$ cat src/hdl/kmp_pkg.sv
`timescale 1ns / 1ps
`default_nettype none
// ----------------------------------------------------------------------------
// kmp_pkg
// shared types, constants and helper functions of the kmp stream matcher
// ----------------------------------------------------------------------------
package kmp_pkg;

    // pattern geometry
    localparam int MAX_PATTERN = 16;
    localparam int LEN_W       = $clog2(MAX_PATTERN + 1);
    localparam int IDX_W       = (MAX_PATTERN > 1) ? $clog2(MAX_PATTERN) : 1;
    localparam int PAT_BYTES   = 16;
    localparam int PAT_W       = 8 * PAT_BYTES;
    localparam int LEN_FIELD_W = 5;

    // text position and result fields
    localparam int POS_W       = 32;

    // register port
    localparam int CFG_DATA_W  = 64;
    localparam int ADDR_W      = 5;
    localparam int REG_LSB     = 3;

    // request queue between front and back
    localparam int QUEUE_DEPTH = 2;
    localparam int QPTR_W      = (QUEUE_DEPTH > 1) ? $clog2(QUEUE_DEPTH) : 1;
    localparam int QCNT_W      = $clog2(QUEUE_DEPTH + 1);

    typedef logic [LEN_W-1:0]  len_t;
    typedef logic [IDX_W-1:0]  idx_t;
    typedef logic [QPTR_W-1:0] qptr_t;
    typedef logic [QCNT_W-1:0] qcnt_t;

    typedef enum logic [1:0] {
        REG_PATTERN_LOW    = 2'd0,
        REG_PATTERN_HIGH   = 2'd1,
        REG_PATTERN_LENGTH = 2'd2
    } reg_index_t;

    typedef enum logic {
        ITEM_CONTINUE = 1'b0,
        ITEM_RESTART  = 1'b1
    } item_kind_t;

    typedef struct packed {
        logic [7:0] text_byte;
        logic       first_of_text;
    } in_item_t;

    typedef struct packed {
        logic                   match;
        logic [POS_W-1:0]       match_start;
        logic [LEN_FIELD_W-1:0] prefix_length;
    } out_item_t;

    typedef struct packed {
        logic [7:0] text_byte;
        item_kind_t kind;
    } q_item_t;

    typedef struct packed {
        logic [PAT_W-1:0]       pattern;
        logic [LEN_FIELD_W-1:0] length;
        logic                   rebuild;
        logic                   access;
    } cfg_t;

    typedef struct packed {
        logic table_ready;
    } eng_status_t;

    // pattern length in use, forced into 1..MAX_PATTERN
    function automatic len_t eff_len(input logic [LEN_FIELD_W-1:0] len_field);
        int n;
        n = int'(len_field);
        if (n == 0) n = 1;
        if (n > MAX_PATTERN) n = MAX_PATTERN;
        return len_t'(n);
    endfunction

    // pattern byte at an index, zero past the pattern registers
    function automatic logic [7:0] pat_byte(input logic [PAT_W-1:0] pattern,
                                            input idx_t idx);
        logic [7:0] b;
        b = '0;
        if (int'(idx) < PAT_BYTES) b = pattern[8*idx +: 8];
        return b;
    endfunction

endpackage
`default_nettype wire

$ cat src/hdl/kmp_cfg_regs.sv
`timescale 1ns / 1ps
`default_nettype none
// ----------------------------------------------------------------------------
// kmp_cfg_regs
// register bank on the apb-style port, flags a table rebuild after each write to a mapped register
// ----------------------------------------------------------------------------
module kmp_cfg_regs (
    input  wire logic                             aclk,
    input  wire logic                             aresetn,
    input  wire logic                             psel,
    input  wire logic                             penable,
    input  wire logic                             pwrite,
    input  wire logic [kmp_pkg::ADDR_W-1:0]       paddr,
    input  wire logic [kmp_pkg::CFG_DATA_W-1:0]   pwdata,
    output logic      [kmp_pkg::CFG_DATA_W-1:0]   prdata,
    output logic                                  pready,
    output kmp_pkg::cfg_t                         cfg
);

    logic [63:0]                       pattern_low_reg;
    logic [63:0]                       pattern_high_reg;
    logic [kmp_pkg::LEN_FIELD_W-1:0]   pattern_length_reg;
    logic                              rebuild_reg;
    logic                              wr_en;
    kmp_pkg::reg_index_t               index;

    assign index  = kmp_pkg::reg_index_t'(paddr[kmp_pkg::ADDR_W-1:kmp_pkg::REG_LSB]);
    assign wr_en  = psel && penable && pwrite;
    assign pready = 1'b1;

    // rebuild flag comes out of reset set so the table is built once
    always_ff @(posedge aclk) begin
        if (!aresetn) begin
            pattern_low_reg    <= '0;
            pattern_high_reg   <= '0;
            pattern_length_reg <= kmp_pkg::LEN_FIELD_W'(1);
            rebuild_reg        <= 1'b1;
        end else begin
            rebuild_reg <= 1'b0;
            if (wr_en) begin
                unique case (index)
                    kmp_pkg::REG_PATTERN_LOW: begin
                        pattern_low_reg <= pwdata[63:0];
                        rebuild_reg     <= 1'b1;
                    end
                    kmp_pkg::REG_PATTERN_HIGH: begin
                        pattern_high_reg <= pwdata[63:0];
                        rebuild_reg      <= 1'b1;
                    end
                    kmp_pkg::REG_PATTERN_LENGTH: begin
                        pattern_length_reg <= pwdata[kmp_pkg::LEN_FIELD_W-1:0];
                        rebuild_reg        <= 1'b1;
                    end
                    default: begin
                    end
                endcase
            end
        end
    end

    always_comb begin
        unique case (index)
            kmp_pkg::REG_PATTERN_LOW:    prdata = pattern_low_reg;
            kmp_pkg::REG_PATTERN_HIGH:   prdata = pattern_high_reg;
            kmp_pkg::REG_PATTERN_LENGTH: prdata = kmp_pkg::CFG_DATA_W'(pattern_length_reg);
            default:                     prdata = '0;
        endcase
    end

    assign cfg.pattern = {pattern_high_reg, pattern_low_reg};
    assign cfg.length  = pattern_length_reg;
    assign cfg.rebuild = rebuild_reg;
    assign cfg.access  = psel && pwrite;

endmodule
`default_nettype wire

$ cat src/hdl/kmp_front.sv
`timescale 1ns / 1ps
`default_nettype none
// ----------------------------------------------------------------------------
// kmp_front
// accepts text bytes, tags restarts and hands them to the request queue
// ----------------------------------------------------------------------------
module kmp_front (
    input  wire logic             aclk,
    input  wire logic             aresetn,
    input  wire logic             s_valid,
    output logic                  s_ready,
    input  wire kmp_pkg::in_item_t s_data,
    input  wire logic             accept_en,
    input  wire logic             q_full,
    output logic                  q_push,
    output kmp_pkg::q_item_t      q_item
);

    logic             f_valid_reg;
    kmp_pkg::q_item_t f_item_reg;
    kmp_pkg::q_item_t f_item_next;
    logic             take;

    assign s_ready = accept_en && (!f_valid_reg || !q_full);
    assign take    = s_valid && s_ready;
    assign q_push  = f_valid_reg && !q_full;
    assign q_item  = f_item_reg;

    always_comb begin
        f_item_next.text_byte = s_data.text_byte;
        f_item_next.kind      = s_data.first_of_text ? kmp_pkg::ITEM_RESTART
                                                     : kmp_pkg::ITEM_CONTINUE;
    end

    always_ff @(posedge aclk) begin
        if (!aresetn) begin
            f_valid_reg <= 1'b0;
        end else if (take) begin
            f_valid_reg <= 1'b1;
        end else if (q_push) begin
            f_valid_reg <= 1'b0;
        end
    end

    always_ff @(posedge aclk) begin
        if (take) begin
            f_item_reg <= f_item_next;
        end
    end

endmodule
`default_nettype wire

$ cat src/hdl/kmp_queue.sv
`timescale 1ns / 1ps
`default_nettype none
// ----------------------------------------------------------------------------
// kmp_queue
// short fifo of requests between the front and the matching engine
// ----------------------------------------------------------------------------
module kmp_queue (
    input  wire logic              aclk,
    input  wire logic              aresetn,
    input  wire logic              push,
    input  wire kmp_pkg::q_item_t  push_item,
    output logic                   full,
    input  wire logic              pop,
    output logic                   q_valid,
    output kmp_pkg::q_item_t       q_item
);

    kmp_pkg::q_item_t slot_reg [kmp_pkg::QUEUE_DEPTH];
    kmp_pkg::qptr_t   wr_ptr_reg;
    kmp_pkg::qptr_t   rd_ptr_reg;
    kmp_pkg::qcnt_t   count_reg;
    logic             do_push;
    logic             do_pop;

    localparam kmp_pkg::qptr_t LAST_SLOT = kmp_pkg::qptr_t'(kmp_pkg::QUEUE_DEPTH - 1);
    localparam kmp_pkg::qcnt_t FULL_CNT  = kmp_pkg::qcnt_t'(kmp_pkg::QUEUE_DEPTH);

    assign full    = (count_reg == FULL_CNT);
    assign q_valid = (count_reg != '0);
    assign q_item  = slot_reg[rd_ptr_reg];
    assign do_push = push && !full;
    assign do_pop  = pop && q_valid;

    always_ff @(posedge aclk) begin
        if (!aresetn) begin
            wr_ptr_reg <= '0;
            rd_ptr_reg <= '0;
            count_reg  <= '0;
        end else begin
            if (do_push) begin
                wr_ptr_reg <= (wr_ptr_reg == LAST_SLOT) ? '0 : wr_ptr_reg + 1'b1;
            end
            if (do_pop) begin
                rd_ptr_reg <= (rd_ptr_reg == LAST_SLOT) ? '0 : rd_ptr_reg + 1'b1;
            end
            if (do_push && !do_pop) begin
                count_reg <= count_reg + 1'b1;
            end else if (do_pop && !do_push) begin
                count_reg <= count_reg - 1'b1;
            end
        end
    end

    always_ff @(posedge aclk) begin
        if (do_push) begin
            slot_reg[wr_ptr_reg] <= push_item;
        end
    end

endmodule
`default_nettype wire

$ cat src/hdl/kmp_back.sv
`timescale 1ns / 1ps
`default_nettype none
// ----------------------------------------------------------------------------
// kmp_back
// builds the prefix table and runs the per-byte compare and fallback loop
// ----------------------------------------------------------------------------
module kmp_back (
    input  wire logic                 aclk,
    input  wire logic                 aresetn,
    input  wire kmp_pkg::cfg_t        cfg,
    input  wire logic                 q_valid,
    input  wire kmp_pkg::q_item_t     q_item,
    output logic                      q_pop,
    output logic                      m_valid,
    input  wire logic                 m_ready,
    output kmp_pkg::out_item_t        m_data,
    output kmp_pkg::eng_status_t      status
);

    typedef enum logic [1:0] {
        ST_IDLE,
        ST_BUILD,
        ST_MATCH
    } state_t;

    state_t                     state_reg;
    kmp_pkg::len_t              tbl_reg [kmp_pkg::MAX_PATTERN];
    kmp_pkg::len_t              bi_reg;
    kmp_pkg::len_t              blen_reg;
    kmp_pkg::len_t              tail_reg;
    kmp_pkg::len_t              m_reg;
    logic [7:0]                 c_reg;
    logic [kmp_pkg::POS_W-1:0]  pos_reg;
    logic                       m_valid_reg;
    kmp_pkg::out_item_t         m_data_reg;

    kmp_pkg::len_t              n;
    kmp_pkg::idx_t              rd_addr;
    kmp_pkg::len_t              tbl_rd;
    logic [7:0]                 cmp_a;
    logic [7:0]                 cmp_b;
    logic                       eq;
    logic                       build_active;
    logic                       tbl_we;
    kmp_pkg::len_t              tbl_wdata;
    logic                       fallback;
    logic                       out_free;
    kmp_pkg::len_t              m_adv;
    logic                       hit;
    kmp_pkg::len_t              m_final;

    assign n            = kmp_pkg::eff_len(cfg.length);
    assign build_active = (state_reg == ST_BUILD) && (bi_reg < n);

    // one table read port and one comparator, shared by build and match
    assign rd_addr = (state_reg == ST_BUILD) ? kmp_pkg::idx_t'(blen_reg - 1'b1)
                                             : kmp_pkg::idx_t'(m_reg - 1'b1);
    assign tbl_rd  = tbl_reg[rd_addr];
    assign cmp_a   = (state_reg == ST_BUILD)
                   ? kmp_pkg::pat_byte(cfg.pattern, kmp_pkg::idx_t'(bi_reg)) : c_reg;
    assign cmp_b   = kmp_pkg::pat_byte(cfg.pattern, (state_reg == ST_BUILD)
                   ? kmp_pkg::idx_t'(blen_reg) : kmp_pkg::idx_t'(m_reg));
    assign eq      = (cmp_a == cmp_b);

    assign tbl_we    = build_active && (eq || (blen_reg == '0));
    assign tbl_wdata = eq ? blen_reg + 1'b1 : '0;

    assign fallback = (m_reg != '0) && !eq;
    assign out_free = !m_valid_reg || m_ready;
    assign m_adv    = eq ? m_reg + 1'b1 : m_reg;
    assign hit      = (m_adv == n);
    assign m_final  = hit ? tail_reg : m_adv;

    assign q_pop              = (state_reg == ST_IDLE) && !cfg.rebuild && q_valid;
    assign status.table_ready = (state_reg != ST_BUILD) && !cfg.rebuild;
    assign m_valid            = m_valid_reg;
    assign m_data             = m_data_reg;

    always_ff @(posedge aclk) begin
        if (!aresetn) begin
            state_reg   <= ST_IDLE;
            m_reg       <= '0;
            pos_reg     <= '0;
            m_valid_reg <= 1'b0;
        end else begin
            if (m_valid_reg && m_ready) begin
                m_valid_reg <= 1'b0;
            end
            if (cfg.rebuild) begin
                state_reg <= ST_BUILD;
                bi_reg    <= kmp_pkg::len_t'(1);
                blen_reg  <= '0;
                tail_reg  <= '0;
            end else begin
                unique case (state_reg)
                    ST_IDLE: begin
                        if (q_valid) begin
                            c_reg     <= q_item.text_byte;
                            state_reg <= ST_MATCH;
                            if (q_item.kind == kmp_pkg::ITEM_RESTART) begin
                                pos_reg <= '0;
                                m_reg   <= '0;
                            end else if (m_reg >= n) begin
                                m_reg <= '0;
                            end
                        end
                    end
                    ST_MATCH: begin
                        if (fallback) begin
                            m_reg <= tbl_rd;
                        end else if (out_free) begin
                            m_reg                    <= m_final;
                            pos_reg                  <= pos_reg + 1'b1;
                            m_valid_reg              <= 1'b1;
                            m_data_reg.match         <= hit;
                            m_data_reg.match_start   <= hit
                                ? pos_reg + 1'b1 - kmp_pkg::POS_W'(n) : '0;
                            m_data_reg.prefix_length <= kmp_pkg::LEN_FIELD_W'(m_adv);
                            state_reg                <= ST_IDLE;
                        end
                    end
                    ST_BUILD: begin
                        if (bi_reg >= n) begin
                            state_reg <= ST_IDLE;
                        end else if (eq) begin
                            blen_reg <= blen_reg + 1'b1;
                            bi_reg   <= bi_reg + 1'b1;
                        end else if (blen_reg != '0) begin
                            blen_reg <= tbl_rd;
                        end else begin
                            bi_reg <= bi_reg + 1'b1;
                        end
                        // fallback entry for the last pattern byte, kept at hand
                        if (tbl_we && (bi_reg == n - 1'b1)) begin
                            tail_reg <= tbl_wdata;
                        end
                    end
                    default: begin
                        state_reg <= ST_IDLE;
                    end
                endcase
            end
        end
    end

    always_ff @(posedge aclk) begin
        if (cfg.rebuild) begin
            tbl_reg[0] <= '0;
        end else if (tbl_we) begin
            tbl_reg[kmp_pkg::idx_t'(bi_reg)] <= tbl_wdata;
        end
    end

endmodule
`default_nettype wire

$ cat src/hdl/kmp_stream_matcher.sv
`timescale 1ns / 1ps
`default_nettype none
// path: front register, request queue, engine idle and match states, output register
//   each fallback step through the prefix table keeps the engine in the match state
// pacing: the engine takes a new text byte only once the last leaves the match state
// table build: after reset and after every write to a pattern or length register, on
//   the single shared compare unit, with s_ready low while the table is rebuilt
// reset: synchronous active-low aresetn clears control state and matching state
// ----------------------------------------------------------------------------
// kmp_stream_matcher
// streaming knuth-morris-pratt matcher: finds every occurrence of a pattern of
// up to sixteen bytes in a byte stream, one result per text byte
// ----------------------------------------------------------------------------
module kmp_stream_matcher (
    input  wire logic                           aclk,
    input  wire logic                           aresetn,
    // text byte requests
    input  wire logic                           s_valid,
    output logic                                s_ready,
    input  wire kmp_pkg::in_item_t              s_data,
    // match results
    output logic                                m_valid,
    input  wire logic                           m_ready,
    output kmp_pkg::out_item_t                  m_data,
    // register port
    input  wire logic                           psel,
    input  wire logic                           penable,
    input  wire logic                           pwrite,
    input  wire logic [kmp_pkg::ADDR_W-1:0]     paddr,
    input  wire logic [kmp_pkg::CFG_DATA_W-1:0] pwdata,
    output logic      [kmp_pkg::CFG_DATA_W-1:0] prdata,
    output logic                                pready
);

    kmp_pkg::cfg_t        cfg;
    kmp_pkg::eng_status_t status;
    logic                 accept_en;
    logic                 q_full;
    logic                 q_push;
    kmp_pkg::q_item_t     push_item;
    logic                 q_valid;
    logic                 q_pop;
    kmp_pkg::q_item_t     q_item;

    // pattern registers; any write to a mapped register asks the engine for a table rebuild
    kmp_cfg_regs u_cfg (
        .aclk    (aclk),
        .aresetn (aresetn),
        .psel    (psel),
        .penable (penable),
        .pwrite  (pwrite),
        .paddr   (paddr),
        .pwdata  (pwdata),
        .prdata  (prdata),
        .pready  (pready),
        .cfg     (cfg)
    );

    // requests are held off while the table is stale or a write is under way
    assign accept_en = status.table_ready && !cfg.access;

    // front: input register, tags restart requests
    kmp_front u_front (
        .aclk      (aclk),
        .aresetn   (aresetn),
        .s_valid   (s_valid),
        .s_ready   (s_ready),
        .s_data    (s_data),
        .accept_en (accept_en),
        .q_full    (q_full),
        .q_push    (q_push),
        .q_item    (push_item)
    );

    // decoupling queue, lets the front keep taking bytes during fallbacks
    kmp_queue u_queue (
        .aclk      (aclk),
        .aresetn   (aresetn),
        .push      (q_push),
        .push_item (push_item),
        .full      (q_full),
        .pop       (q_pop),
        .q_valid   (q_valid),
        .q_item    (q_item)
    );

    // back: table builder and matching loop with the output register
    kmp_back u_back (
        .aclk    (aclk),
        .aresetn (aresetn),
        .cfg     (cfg),
        .q_valid (q_valid),
        .q_item  (q_item),
        .q_pop   (q_pop),
        .m_valid (m_valid),
        .m_ready (m_ready),
        .m_data  (m_data),
        .status  (status)
    );

endmodule
`default_nettype wire

$ cat config.mk
export PLATFORM = sky130hd
export DESIGN_NAME = kmp_stream_matcher
export DESIGN_NICKNAME = d
export VERILOG_FILES = /design/src/hdl/kmp_pkg.sv /design/src/hdl/kmp_cfg_regs.sv /design/src/hdl/kmp_front.sv /design/src/hdl/kmp_queue.sv /design/src/hdl/kmp_back.sv /design/src/hdl/kmp_stream_matcher.sv
export SDC_FILE = /design/constraint.sdc
export NUM_CORES = 1
export LEC_CHECK = 0
export BUFFER_PORTS_ARGS = -buffer_cell sky130_fd_sc_hd__buf_4
export CORE_UTILIZATION = 60
export CTS_CLUSTER_DIAMETER = 200
export CTS_CLUSTER_SIZE = 28
export DETAILED_ROUTE_END_ITERATION = 16
export PLACE_DENSITY = 0.8
export SLEW_MARGIN = 10
export SYNTH_ARGS = -nofsm -noshare
export SYNTH_HDL_FRONTEND = slang
export SYNTH_HIERARCHICAL = 1
export SYNTH_SLANG_ARGS = --single-unit
$ cat constraint.sdc
create_clock -name aclk -period 11.2 [get_ports aclk]
set_clock_uncertainty 0.1 [all_clocks]
set_input_delay 2.8 -clock aclk [delete_from_list [all_inputs] [get_ports aclk]]
set_output_delay 2.8 -clock aclk [all_outputs]
set_load 0.05 [all_outputs]
==> results of run 1 <==
-- metrics by stage --
stage | utilization | total power, mW | worst slack [ps] | instances | cell area, sq um
6_report | 0.659 | 2.29 | 3630 | 2629 | 22000
5_1_grt | 0.659 | 2.36 | 3530 | 2629 | 22000
4_1_cts | 0.659 | 2.30 | 3650 | 2629 | 22000
3_5_place_dp | 0.645 | 1.63 | 3640 | 2602 | 21600
3_3_place_gp | 0.645 | 1.62 | 3650 | 2602 | 21600
2_1_floorplan | - | 1.56 | 3950 | 2098 | 20300
-- Yosys cell counts (4+ instances only) --
master / count
a21oi_1: 130
nor3_1: 31
or2_2: 8
nand4_1: 12
nor2b_1: 28
inv_1: 35
nor4_1: 6
xnor2_1: 53
mux2_2: 12
buf_2: 40
clkbuf_1: 61
and2_1: 12
dfxtp_1: 180
buf_6: 6
a21boi_1: 4
o22ai_1: 10
o21ai_0: 75
mux4_2: 52
clkbuf_8: 4
buf_12: 7
a211oi_1: 8
a21o_1: 7
dlygate4sd1_1: 5
nand3_1: 32
and3_1: 6
edfxtp_1: 168
buf_4: 14
a22oi_1: 6
buf_1: 11
a21boi_0: 15
xor2_1: 27
nor2_1: 169
nand2b_1: 107
o211ai_1: 4
o21a_1: 12
ha_1: 24
mux2i_1: 261
o2111ai_1: 17
nand2_1: 368
or3_1: 6
-- power groups by stage --
stage	Clock, mW	Combinational (mW)	Sequential [mW]
5_1_grt	0.736	0.260	1.36
2_1_floorplan	0	0.183	1.38
3_5_place_dp	0	0.240	1.39
4_1_cts	0.697	0.241	1.36
3_3_place_gp	0	0.235	1.39
6_report	0.683	0.245	1.36
-- cell type report --
cell class | instances | area share
repair buffers | 206 | 0.0703
clock inverters | 1 | 0.000738
flip-flops and latches | 348 | 0.392
multi-input cells | 1563 | 0.484
well taps | 448 | 0.0254
clock buffers | 26 | 0.0208
inverters | 37 | 0.00630
-- cells by family (layout without fill, tap and decap cells) --
group | Yosys count | in the layout | share of synthesized area
XOR/XNOR | 80 | 80 | 0.0345
flip-flops | 348 | 348 | 0.425
multiplexers | 326 | 326 | 0.193
other | 1 | 1 | 0.000184
AND/OR/NAND/NOR | 810 | 810 | 0.184
AO/OA/AOI/OAI | 321 | 321 | 0.0959
buffers and inverters | 187 | 270 | 0.0514
adder cells (fa/ha/maj) | 25 | 25 | 0.0158
-- routing by layer --
| layer | share of wire | vias up | track usage |
|---|---|---|---|
| met5 | 0 | - | 0 |
| met4 | 0.018 | 0 | 0.0633 |
| met3 | 0.093 | 101 | 0.0372 |
| met2 | 0.45 | 832 | 0.452 |
| met1 | 0.44 | 7708 | 0.427 |
| li1 | - | 7496 | - |
-- worst max-delay path, cell delays in order --
cell and delay [ps]:
buf_4 200, buf_4 810, mux2i_1 240, o21ai_0 340, buf_4 270
-- worst max-delay path by stage --
stage	end	slack (ps)	from	cells after the start
floorplan	prdata[1]	3950	paddr[3]	4
global placement	prdata[0]	3650	paddr[3]	5
detailed placement	prdata[0]	3640	paddr[3]	5
CTS	prdata[0]	3650	paddr[3]	5
global route	prdata[0]	3530	paddr[3]	5
finish	prdata[0]	3630	paddr[3]	5
==> impl_metrics.yaml, run 1 <==
critical_path:
  crit_type: "input pin to output pin"
  arrival_ps: 4670
  reg2reg_to: "u_back/tbl_reg[2][0]"
  start_kind: "input pin"
  path_max_fanout: 57
  r2r_start: "u_back/state_reg[0]"
  rr_worst_depth: 13
  cp-end-kind: "output pin"
  rrSetupSlack_ps: 5260
  worstPathRequired_ps: 8300
floorplanning:
  die_x_microns: 186
  rows: 67
  start_util: 0.608
  die-area_sq_um: 34600
  core-area_sq_um: 33400
  die_y_microns: 186
  io_pins: 190
sta:
  finalSetupTns_ps: 0
  setup_viol: 0
  rsz0062_at_grt: "false"
  whs_ps: 361
  hold_viol_final: 0
  period_minus_slack_ps: 7570
  slew_viol_final: 0
  timing.slew.headroom: 0.151
  tightest_slew_ps: 1240
  fmax_mhz: 132
  post-route-period-util: 0.676
logic_synthesis:
  synth-main-ff-cell: "dfxtp_1"
  synth.distinct_cells: 84
  synth.area.top_cells: "edfxtp_1, dfxtp_1, mux2i_1"
  synth-seq-cells: 348
  synth_edf_count: 168
  yosysTopAreaCell: "edfxtp_1"
  ys_warn_count: 6
  netlist_instances: 2098
  yosysSeqAreaShare: 0.425
  syn_area_per_cell_sq_um: 9.69
  synth_top_area_share: 0.248
  syn_area_sq_um: 20300
  postSynth.asyncResetShare: 0
  syn_nets: 2208
clocking:
  h-tree-depth: 1
  cts.clk_slew.worst_paths_ps: 100
  clk_path_buf_depth: 3
  cts_root_buffer: "clkbuf_16"
  cts_made_buffers: 16
  cts_setup_buffers: 0
  ctsHoldBuffers: 0
  cts_resized: 0
  clock_latency_ps: 530
  cts_sinks: 348
  cts_tree: "built"
grt:
  antenna_found_initial: 0
  grt.overflow.total: 0
  track_usage: 0.289
  grt_pass1_vias: 14820
  grt_pass1_wl_mm: 78.9
  grt_start_max_net_pins: 105
routing:
  wl_mm: 51.1
  vias_per_cell: 6.14
  drtIter0Drc: 1813
  drc: 0
  antenna_left: 0
  vias: 16137
  firstDrtPassIters: 6
  routedWlPerCell_microns: 19.4
power_and_ir_drop:
  cellInternalPower_mw: 1.72
  swShare: 0.246
  p_sw_uw: 562
  combPwrFrac: 0.107
  ir_drop_uv: 77.4
  p_clk_frac: 0.299
  p_leak_nw: 8.28
  p_per_area_nw_per_um2: 104
  seqPwrFrac: 0.594
placed_design:
  post-dp-hpwl_mm: 35.7
  gp_congestion: 0.921
  portBuffers: 185
cells_and_area:
  mostFrequentLayoutCell: "nand2_1"
  syn_to_final_growth_pct: 8.42
  antenna_cells: 0
  fill_cells: 2620
  drive_gt1_frac: 0.147
  seqCellArea_sq_um: 8650
  final_cell_mix: "nand2_1, mux2i_1, buf_4"
  final_nets: 2282
  largest_reg_flops: 80
  multiInputGateArea_sq_um: 10700
outcome:
  status: "finished, final reports clean"
worst_hold_path:
  hold_path_depth: 0
  min_path_type: "register to register"
  min_from: "u_front/q_item[3]"
  min_to: "u_queue/slot_reg[0][3]"
run:
  drv_cap: 0
No activity file was read; power rests on OpenSTA's default activity.
==> inputs of run 2 (changes only) <==
--- a/config.mk
+++ b/config.mk
@@ -6,11 +6,11 @@
 export NUM_CORES = 1
 export LEC_CHECK = 0
 export BUFFER_PORTS_ARGS = -buffer_cell sky130_fd_sc_hd__buf_4
-export CORE_UTILIZATION = 60
+export CORE_UTILIZATION = 55
 export CTS_CLUSTER_DIAMETER = 200
 export CTS_CLUSTER_SIZE = 28
 export DETAILED_ROUTE_END_ITERATION = 16
-export PLACE_DENSITY = 0.8
+export PLACE_DENSITY = 0.78
 export SLEW_MARGIN = 10
 export SYNTH_ARGS = -nofsm -noshare
 export SYNTH_HDL_FRONTEND = slang
==> constraint.sdc (replaced) <==
create_clock -name aclk -period 6.8 [get_ports aclk]
set_clock_uncertainty 0.1 [all_clocks]
set_input_delay 1.7 -clock aclk [delete_from_list [all_inputs] [get_ports aclk]]
set_output_delay 1.7 -clock aclk [all_outputs]
set_load 0.05 [all_outputs]
==> run 2 against run 1 <==
Effect of this change:
- flip-flop and latch count did not move
- sequential power increased by 65%
- via count fell by 0.95%
- design area increased by 0.22%
- first-iteration DRC count fell by 21%
- wire length is 1.6% higher
==> impl_metrics.yaml, run 2 (same netlist as run 1, synthesis figures left out) <==
outcome:
  status: "finished, final reports clean"
routing:
  drc: 0
  vias_per_cell: 6.03
  wl_mm: 51.9
  drtIter0Drc: 1432
  firstDrtPassIters: 5
  vias: 15984
  routedWlPerCell_microns: 19.6
  antenna_left: 0
placed_design:
  gp_congestion: 0.905
  dp_slack_ps: 1290
  post-dp-hpwl_mm: 36.3
  portBuffers: 185
  post_dp_cell_area_sq_um: 21600
cells_and_area:
  mostFrequentLayoutCell: "nand2_1"
  seqCellArea_sq_um: 8650
  finish.utilization: 0.605
  multiInputGateArea_sq_um: 10700
  largest_reg_flops: 80
  syn_to_final_growth_pct: 8.66
  antenna_cells: 0
  fill_cells: 2983
  final_cell_mix: "nand2_1, mux2i_1, buf_4"
  final_nets: 2283
  postLayoutCellArea_sq_um: 22100
  drive_gt1_frac: 0.148
critical_path:
  arrival_ps: 5540
  rrSetupSlack_ps: 1310
  crit_start: "u_back/state_reg[0]"
  crit_top_cell: "mux2i_1"
  crit_type: "register to register"
  cp_slowest_cell: "mux2i_4"
  worstPathRequired_ps: 6850
  path_cells: "nor2b_4, mux2i_4, mux2i_1, o2111ai_1, mux2i_1, xor2_1, nor4b_4, nand2_4, a21o_1, nor2_1, nand3b_1, nor3_1"
  worst_path_largest_cell_delay_ps: 860
  start_kind: "register"
  path_max_fanout: 17
  cp-end-kind: "register"
  r2r_start: "u_back/state_reg[0]"
worst_hold_path:
  min_from: "u_front/q_item[2]"
  min_path_type: "register to register"
grt:
  grt.overflow.total: 0
  track_usage: 0.268
  grt_pass1_wl_mm: 81.6
  antenna_found_initial: 0
  grt_start_max_net_pins: 97
  grt_pass1_vias: 15368
power_and_ir_drop:
  p_sw_uw: 936
  p_leak_nw: 8.28
  swShare: 0.248
  p_per_area_nw_per_um2: 171
  cellInternalPower_mw: 2.84
  combPwrFrac: 0.106
  seqPwrFrac: 0.593
  ir_drop_uv: 215
  p_clk_frac: 0.301
sta:
  post-route-period-util: 0.808
  fmax_mhz: 182
  timing.slew.headroom: 0.203
  tightest_slew_ps: 1190
  setup_viol: 0
  finalSetupTns_ps: 0
  fin_ws_ps: 1310
  period_minus_slack_ps: 5490
  slew_viol_final: 0
  rsz0062_at_grt: "false"
  hold_viol_final: 0
clocking:
  clock_latency_ps: 520
  cts_made_buffers: 16
  h-tree-depth: 1
  cts.clk_slew.worst_paths_ps: 120
  clk_path_buf_depth: 3
  cts_resized: 0
  cts_sinks: 348
  cts_setup_buffers: 0
  cts_root_buffer: "clkbuf_16"
  cts_tree: "built"
  ctsHoldBuffers: 0
floorplanning:
  start_util: 0.557
  die_y_microns: 194
  rows: 70
  core-area_sq_um: 36500
  io_pins: 190
  die_x_microns: 194
  die-area_sq_um: 37700
run:
  drv_cap: 0
[run 2: metal layers]
metal	vias to the layer above	track usage	part of all wire
li1	7517	-	-
met1	7694	0.343	0.40
met2	663	0.464	0.50
met3	110	0.0304	0.067
met4	0	0.104	0.036
met5	-	0	0
[run 2: worst max-delay path: cells and delay by family, from the launching register on]
kind | cells | cell delay (ps)
simple gates | 6 | 2300
compound gates | 2 | 430
flops | 1 | 560
xor+xnor | 1 | 130
mux | 3 | 1570
[run 2: worst paths after layout]
path                       endpoint  cells after the start
min reg2reg  u_queue/slot_reg[0][2]                      0
min          u_queue/slot_reg[0][2]                      0
max            u_back/tbl_reg[2][0]                     12
max reg2reg    u_back/tbl_reg[2][0]                     12
[run 2: layout make-up]
type	instances	area share
multi-input cells	1563	0.483
well taps	468	0.0265
repair buffers	207	0.0711
inverters	37	0.00629
flip-flops and latches	348	0.391
clock buffers	26	0.0208
clock inverters	1	0.000736
[run 2: power by group through the flow]
stage | logic (mW) | clock network (mW) | registers (mW)
after floorplan | 0.301 | 0 | 2.27
after global placement | 0.388 | 0 | 2.28
after detailed placement | 0.395 | 0 | 2.29
after CTS | 0.396 | 1.15 | 2.24
after global routing | 0.429 | 1.22 | 2.24
final | 0.401 | 1.14 | 2.24
[run 2: per-stage QoR]
stage,power [mW],cells,hold slack (ps)
after floorplan,2.57,2098,321
after global placement,2.67,2623,338
after detailed placement,2.68,2623,348
after CTS,3.79,2650,372
after global routing,3.89,2650,379
final,3.78,2650,368
